`src/hw/rtl/ncl_pkg.sv`:
```
package ncl_pkg;

  // default tally width and fixed result width
  localparam int CountBitsDef = 32;
  localparam int TotalBits    = 32;

  // characters the scanner reacts to
  localparam logic [7:0] ChNewline = 8'h0A;
  localparam logic [7:0] ChTab     = 8'h09;
  localparam logic [7:0] ChFf      = 8'h0C;
  localparam logic [7:0] ChSpace   = 8'h20;
  localparam logic [7:0] ChDquote  = 8'h22;
  localparam logic [7:0] ChSquote  = 8'h27;
  localparam logic [7:0] ChStar    = 8'h2A;
  localparam logic [7:0] ChSlash   = 8'h2F;
  localparam logic [7:0] ChBslash  = 8'h5C;
  localparam logic [7:0] ChPrintLo = 8'h20;
  localparam logic [7:0] ChPrintHi = 8'h7E;

  // lexical context
  typedef enum logic [6:0] {
    ModeCode  = 7'b0000001,
    ModeSlash = 7'b0000010,
    ModeLine  = 7'b0000100,
    ModeBlock = 7'b0001000,
    ModeStar  = 7'b0010000,
    ModeLit   = 7'b0100000,
    ModeEsc   = 7'b1000000
  } scan_mode_e;

  // what the current line holds so far
  typedef enum logic [2:0] {
    ClassEmpty = 3'b001,
    ClassCode  = 3'b010,
    ClassJunk  = 3'b100
  } line_class_e;

  // one byte step handed to the scanner
  typedef struct packed {
    logic       valid;
    logic       eof;
    logic [7:0] data;
  } ncl_item_t;

  // next scanner state plus a count request
  typedef struct packed {
    scan_mode_e  mode;
    line_class_e cls;
    logic        single;
    logic        cnt;
  } scan_upd_t;

  function automatic logic is_junk(logic [7:0] c);
    return !(c inside {[ChPrintLo:ChPrintHi]});
  endfunction

  // tab and form feed are ordinary inside comments and literals
  function automatic logic inner_junk(logic [7:0] c);
    return is_junk(c) && (c != ChTab) && (c != ChFf);
  endfunction

  // handling of a byte seen in code context
  function automatic scan_upd_t code_byte(line_class_e cls, logic single, logic [7:0] c);
    scan_upd_t u;
    u.mode   = ModeCode;
    u.cls    = cls;
    u.single = single;
    u.cnt    = 1'b0;
    if (!(c inside {ChSpace, ChTab, ChFf})) begin
      if (c == ChNewline) begin
        u.cnt = (cls == ClassCode);
        u.cls = ClassEmpty;
      end else if (c == ChSlash) begin
        if (cls != ClassJunk) begin
          u.mode = ModeSlash;
        end
      end else if (c inside {ChDquote, ChSquote}) begin
        if (cls != ClassJunk) begin
          u.cls    = ClassCode;
          u.single = (c == ChSquote);
          u.mode   = ModeLit;
        end
      end else if (is_junk(c)) begin
        u.cls = ClassJunk;
      end else if (cls == ClassEmpty) begin
        u.cls = ClassCode;
      end
    end
    return u;
  endfunction

endpackage

```
`src/hw/rtl/ncl_scan.sv`:
```
module ncl_scan import ncl_pkg::*; #(
  parameter int CountBits = CountBitsDef
) (
  input  logic                 clk_i,
  input  logic                 rst_ni,
  input  ncl_item_t            item_i,
  output logic [CountBits-1:0] tally_o
);

  scan_mode_e           mode_q;
  line_class_e          cls_q;
  logic                 single_q;
  logic [CountBits-1:0] tally_q, tally_d;
  scan_upd_t            upd;
  logic [7:0]           c;

  assign c = item_i.data;

  // next lexical state for the byte in the input register
  always_comb begin
    upd = '{mode: mode_q, cls: cls_q, single: single_q, cnt: 1'b0};
    case (mode_q)
      ModeCode: begin
        upd = code_byte(cls_q, single_q, c);
      end
      ModeSlash: begin
        if (c == ChSlash) begin
          upd.mode = ModeLine;
        end else if (c == ChStar) begin
          upd.mode = ModeBlock;
        end else begin
          upd = code_byte((cls_q == ClassEmpty) ? ClassCode : cls_q, single_q, c);
        end
      end
      ModeLine: begin
        if (c == ChNewline) begin
          upd.cnt  = (cls_q == ClassCode);
          upd.cls  = ClassEmpty;
          upd.mode = ModeCode;
        end else if (inner_junk(c)) begin
          upd.cls  = ClassJunk;
          upd.mode = ModeCode;
        end
      end
      ModeBlock, ModeStar: begin
        if (c == ChNewline) begin
          upd.cnt  = (cls_q == ClassCode);
          upd.cls  = ClassEmpty;
          upd.mode = ModeBlock;
        end else if (c == ChStar) begin
          upd.mode = ModeStar;
        end else if (c == ChSlash && mode_q == ModeStar) begin
          upd.mode = ModeCode;
        end else if (inner_junk(c)) begin
          upd.cls  = ClassJunk;
          upd.mode = ModeCode;
        end else begin
          upd.mode = ModeBlock;
        end
      end
      ModeLit: begin
        if (c inside {ChDquote, ChSquote}) begin
          if ((c == ChSquote) == single_q) begin
            upd.mode = ModeCode;
          end
        end else if (c == ChNewline) begin
          upd.cnt  = (cls_q == ClassCode);
          upd.cls  = ClassEmpty;
          upd.mode = ModeCode;
        end else if (c == ChBslash) begin
          upd.mode = ModeEsc;
        end else if (inner_junk(c)) begin
          upd.cls  = ClassJunk;
          upd.mode = ModeCode;
        end
      end
      ModeEsc: begin
        // escaped newline continues the literal and counts a line
        if (c == ChNewline) begin
          upd.cnt  = 1'b1;
          upd.mode = ModeLit;
        end else if (inner_junk(c)) begin
          upd.cls  = ClassJunk;
          upd.mode = ModeCode;
        end else begin
          upd.mode = ModeLit;
        end
      end
      default: begin
        upd = code_byte(cls_q, single_q, c);
      end
    endcase
  end

  // saturating line tally
  assign tally_d = (upd.cnt && (tally_q != '1)) ? tally_q + 1'b1 : tally_q;

  // state registers, cleared by reset and by the end marker
  always_ff @(posedge clk_i or negedge rst_ni) begin
    if (!rst_ni) begin
      mode_q   <= ModeCode;
      cls_q    <= ClassEmpty;
      single_q <= 1'b0;
      tally_q  <= '0;
    end else if (item_i.valid) begin
      if (item_i.eof) begin
        mode_q   <= ModeCode;
        cls_q    <= ClassEmpty;
        single_q <= 1'b0;
        tally_q  <= '0;
      end else begin
        mode_q   <= upd.mode;
        cls_q    <= upd.cls;
        single_q <= upd.single;
        tally_q  <= tally_d;
      end
    end
  end

  assign tally_o = tally_q;

endmodule

```
`src/hw/rtl/noncomment_line_counter.sv`:
```
// Counts non-comment source lines of a C byte stream. One byte is taken per
// cycle with no gaps unless the input side is held; the scanner state is updated
// from the input register, so the next byte can follow at once. A transaction with
// end_of_file set produces one result (the saturated tally, low 32 bits) by way of
// the input register and the result register and restarts the count; it holds the input side
// only while an earlier result is still waiting at the output register.
module noncomment_line_counter import ncl_pkg::*; #(
  parameter int COUNT_BITS = CountBitsDef
) (
  input  logic                 clk_i,
  input  logic                 rst_ni,
  input  logic                 in_valid_i,
  output logic                 in_stall_o,
  input  logic [7:0]           byte_in_i,
  input  logic                 end_of_file_i,
  output logic                 out_valid_o,
  input  logic                 out_stall_i,
  output logic [TotalBits-1:0] line_total_o
);

  ncl_item_t             in_q;
  ncl_item_t             step;
  logic                  advance;
  logic                  in_fire;
  logic [COUNT_BITS-1:0] tally;
  logic [TotalBits-1:0]  total;
  logic                  out_valid_q;
  logic [TotalBits-1:0]  out_total_q;

  // input register moves on unless an end marker meets a full output
  assign advance    = in_q.valid && (!in_q.eof || !out_valid_q || !out_stall_i);
  assign in_stall_o = in_q.valid && !advance;
  assign in_fire    = in_valid_i && !in_stall_o;

  always_ff @(posedge clk_i or negedge rst_ni) begin
    if (!rst_ni) begin
      in_q <= '0;
    end else if (in_fire) begin
      in_q <= '{valid: 1'b1, eof: end_of_file_i, data: byte_in_i};
    end else if (advance) begin
      in_q.valid <= 1'b0;
    end
  end

  assign step = '{valid: advance, eof: in_q.eof, data: in_q.data};

  ncl_scan #(
    .CountBits(COUNT_BITS)
  ) u_scan (
    .clk_i  (clk_i),
    .rst_ni (rst_ni),
    .item_i (step),
    .tally_o(tally)
  );

  // fit the tally to the result width
  if (COUNT_BITS >= TotalBits) begin : g_trunc
    assign total = tally[TotalBits-1:0];
  end else begin : g_extend
    assign total = {{(TotalBits-COUNT_BITS){1'b0}}, tally};
  end

  // result register
  always_ff @(posedge clk_i or negedge rst_ni) begin
    if (!rst_ni) begin
      out_valid_q <= 1'b0;
    end else if (advance && in_q.eof) begin
      out_valid_q <= 1'b1;
    end else if (!out_stall_i) begin
      out_valid_q <= 1'b0;
    end
  end

  always_ff @(posedge clk_i) begin
    if (advance && in_q.eof) begin
      out_total_q <= total;
    end
  end

  assign out_valid_o  = out_valid_q;
  assign line_total_o = out_total_q;

endmodule

```
`config.mk`:
```
export PLATFORM = sky130hd
export DESIGN_NAME = noncomment_line_counter
export DESIGN_NICKNAME = d
export VERILOG_FILES = /design/src/hw/rtl/ncl_pkg.sv /design/src/hw/rtl/ncl_scan.sv /design/src/hw/rtl/noncomment_line_counter.sv
export SDC_FILE = /design/constraint.sdc
export NUM_CORES = 1
export LEC_CHECK = 0
export BUFFER_PORTS_ARGS = -buffer_cell sky130_fd_sc_hd__buf_4
export CAP_MARGIN = 30
export CORE_AREA = 2 2 94 96
export DETAILED_ROUTE_END_ITERATION = 10
export DIE_AREA = 0 0 96 98
export PLACE_DENSITY = 0.78
export REMOVE_ABC_BUFFERS = 1
export SKIP_CTS_REPAIR_TIMING = 1
export SYNTH_ARGS = -nofsm -noshare
export SYNTH_HDL_FRONTEND = slang
export SYNTH_SLANG_ARGS = --single-unit
```
`constraint.sdc`:
```
create_clock -name clk_i -period 6.7 [get_ports clk_i]
set_clock_uncertainty 0.05 [all_clocks]
set_input_delay 1.34 -clock clk_i [delete_from_list [all_inputs] [get_ports clk_i]]
set_output_delay 1.34 -clock clk_i [all_outputs]
set_load 0.01 [all_outputs]
```
==> results.yml <==
placement:
  place_ws_ns: 3.20
  dp_cells: 568
  gp_congestion: 0.992
  portBuffers: 46
  place_area_mm2: 0.00488
  place_hpwl_um: 6910
global_routing:
  antenna_found_initial: 0
  track_usage_pct: 22.8
  grt_pass1_wl_um: 16900
  grt_pass1_vias: 3505
  grt_max_degree: 63
  grt-ovfl-total: 0
floorplan:
  num_rows: 34
  num_io_pins: 47
  dieArea_mm2: 0.00941
  start_util_pct: 53.3
  core_area_mm2: 0.00847
  die_w_um: 96
  fp.dieH_um: 98
sta:
  hold_viol_final: 0
  rsz0062_at_grt: "false"
  fin_tns_setup_ns: 0
  tightest_slew_ns: 0.762
  hold_slack_ns: 0.461
  drv_slew: 0
  setup_viol: 0
  slew_headroom_pct: 47.9
  finalCritPeriodShare_pct: 47.9
  fin_crit_ns: 3.21
  fmax_mhz: 312
  setup_ws_ns: 3.49
hold_path:
  min_from: "u_scan.tally_o[16]$_DFFE_PN0P_"
  min_to: "line_total_o[16]$_DFFE_PP_"
  hold_class: "register to register"
  min_path_cells: 0
setup_path:
  cp.required_ns: 5.31
  reg2reg_from: "u_scan.mode_q[3]$_DFFE_PN0P_"
  end_kind: "output port"
  crit_arrival_ns: 1.82
  crit_fanout: 3
  rr_worst_depth: 7
  r2r_setup_slack_ns: 3.53
  cp-start-kind: "primary input"
  path_class: "primary input to output port"
  worstReg2RegEnd: "u_scan.tally_o[20]$_DFFE_PN0P_"
pwr:
  p_clk_share_pct: 34.5
  p_int_uw: 801
  power.switching_uw: 309
  p_comb_share_pct: 11.2
  swShare_pct: 27.9
  ir_drop_uv: 107
  p_seq_share_pct: 54.2
  p_leak_nw: 1.99
  total_power_mw: 1.11
  p_per_area_mw_per_mm2: 217
logic_synthesis:
  syn-mean-instance-area_um2: 10.4
  synth_edf_count: 32
  ys_types: 68
  ys_seq_elements: 86
  synth-main-ff-cell: "dfrtp_1"
  synth_area_leaders: "dfrtp_1 (29%), edfxtp_1 (21%), nand2_1 (3.7%)"
  yosysTopAreaCell: "dfrtp_1"
  syn_inst: 435
  yosysMostFrequentCell: "dfrtp_1"
  synthArstFlopShare_pct: 62.8
  ys_top_cells_by_count: "dfrtp_1 (52), nand2_1 (44), edfxtp_1 (32)"
  synth_top_area_share_pct: 28.8
  ys_warn_count: 0
  netlist_area_mm2: 0.00451
  seq_area_frac_synth_pct: 51.3
layout:
  drive_gt1_share_pct: 18.7
  diodes: 0
  nFillCells: 684
  multi_input_area_mm2: 0.00204
  syn_to_final_growth_pct: 13.4
  layout.nets: 486
  post-route-util_pct: 60.4
  finalInstanceArea_mm2: 0.00512
  register_area_mm2: 0.00231
  final_cells: 585
clocking:
  cts_tree: "yes"
  clk_pin_slew_ns: 0.10
  cts_made_buffers: 9
  ctsRootBufferMaster: "clkbuf_8"
  ctsHtreeMaxLevel: 3
  clock-sinks: 86
  clockBufferDepth: 2
  clk_latency_ns: 0.36
route:
  dr.first_iter.drc_count: 236
  ant_nets: 0
  wl_per_cell_um: 17.5
  vias: 3725
  first_pass_iters: 5
  routed_wirelength_um: 10200
  viasPerCell: 6.37
  drc: 0
run:
  cap_violations: 0
outcome:
  outcome: "complete, no violations"
==> final cells by class <==
class,count,share of cell area (%)
well taps,108,2.64
clock inverters,7,1.57
multi-input cells,317,39.9
inverters,9,0.660
clock buffers,9,2.42
flip-flops and latches,86,45.2
repair buffers,49,7.58
==> layer usage <==
layer  wire length [um]  global-route usage [%]  part of all wire (%)  vias up
met5                  0                       0                     0        -
met4                200                    7.36                   2.0        0
met3                588                    4.78                   5.7       27
met2               5170                    37.1                    50      161
met1               4280                    30.3                    42     1782
li1                   -                       -                     -     1755
==> layout by cell type (no fill, tap or decap), drive strengths merged, types with 4 or more instances in the layout <==
cell	Yosys	layout
and2	5	5
a21oi	29	29
nand4b	5	5
nor2	21	21
or3	19	19
mux2	10	10
and3	8	8
xnor2	4	4
edfxtp	32	32
inv	9	12
nor4b	4	4
dfrtp	52	52
o21ai	28	28
clkbuf	10	9
nand3	31	31
or4	16	16
nor3	9	9
o211ai	7	7
nand4	11	11
nand2	44	44
o31ai	13	13
buf	13	49
==> cell families (layout without fill, tap and decap cells) <==
kind of cell,after synthesis,in the layout,share of synthesized area (%)
flip-flops,86,86,51.3
XOR/XNOR,7,7,1.36
multiplexers,11,11,2.72
AO/OA/AOI/OAI,109,109,16.9
adder cells (fa/ha/maj),2,2,0.499
buffers and inverters,32,74,3.49
AND/OR/NAND/NOR,188,188,23.7
==> worst max-delay path, cell delays in order <==
cell     delay [ns]
buf_4          0.09
nand4_1        0.15
inv_1          0.12
buf_4          0.12
==> worst max-delay path by stage <==
stage,from,endpoint,slack (ns),cells after the start
2_1_floorplan,out_stall_i,u_scan.tally_o[11]$_DFFE_PN0P_,3.36,6
3_3_place_gp,out_stall_i,u_scan.tally_o[31]$_DFFE_PN0P_,3.28,7
3_5_place_dp,out_stall_i,u_scan.tally_o[29]$_DFFE_PN0P_,3.20,7
4_1_cts,u_scan.mode_q[3]$_DFFE_PN0P_,u_scan.tally_o[25]$_DFFE_PN0P_,3.36,7
5_1_grt,u_scan.mode_q[4]$_DFFE_PN0P_,u_scan.tally_o[20]$_DFFE_PN0P_,3.40,7
6_report,out_stall_i,in_stall_o,3.49,4
==> sequential cells by signal, summed over array words and instances, names as in the netlist <==
| signal | cells |
|---|---|
| in_q | 10 |
| line_total_o | 32 |
| out_valid_o | 1 |
| u_scan.cls_q | 3 |
| u_scan.mode_q | 7 |
| u_scan.single_q | 1 |
| u_scan.tally_o | 32 |
==> power by group through the flow <==
stage	combinational, mW	clock [mW]	sequential [mW]
floorplan	0.0691	0	0.612
global placement	0.120	0	0.611
detailed placement	0.123	0	0.612
CTS	0.124	0.388	0.601
global route	0.137	0.415	0.606
finish	0.125	0.384	0.602
(Power assumes the default switching activity.)
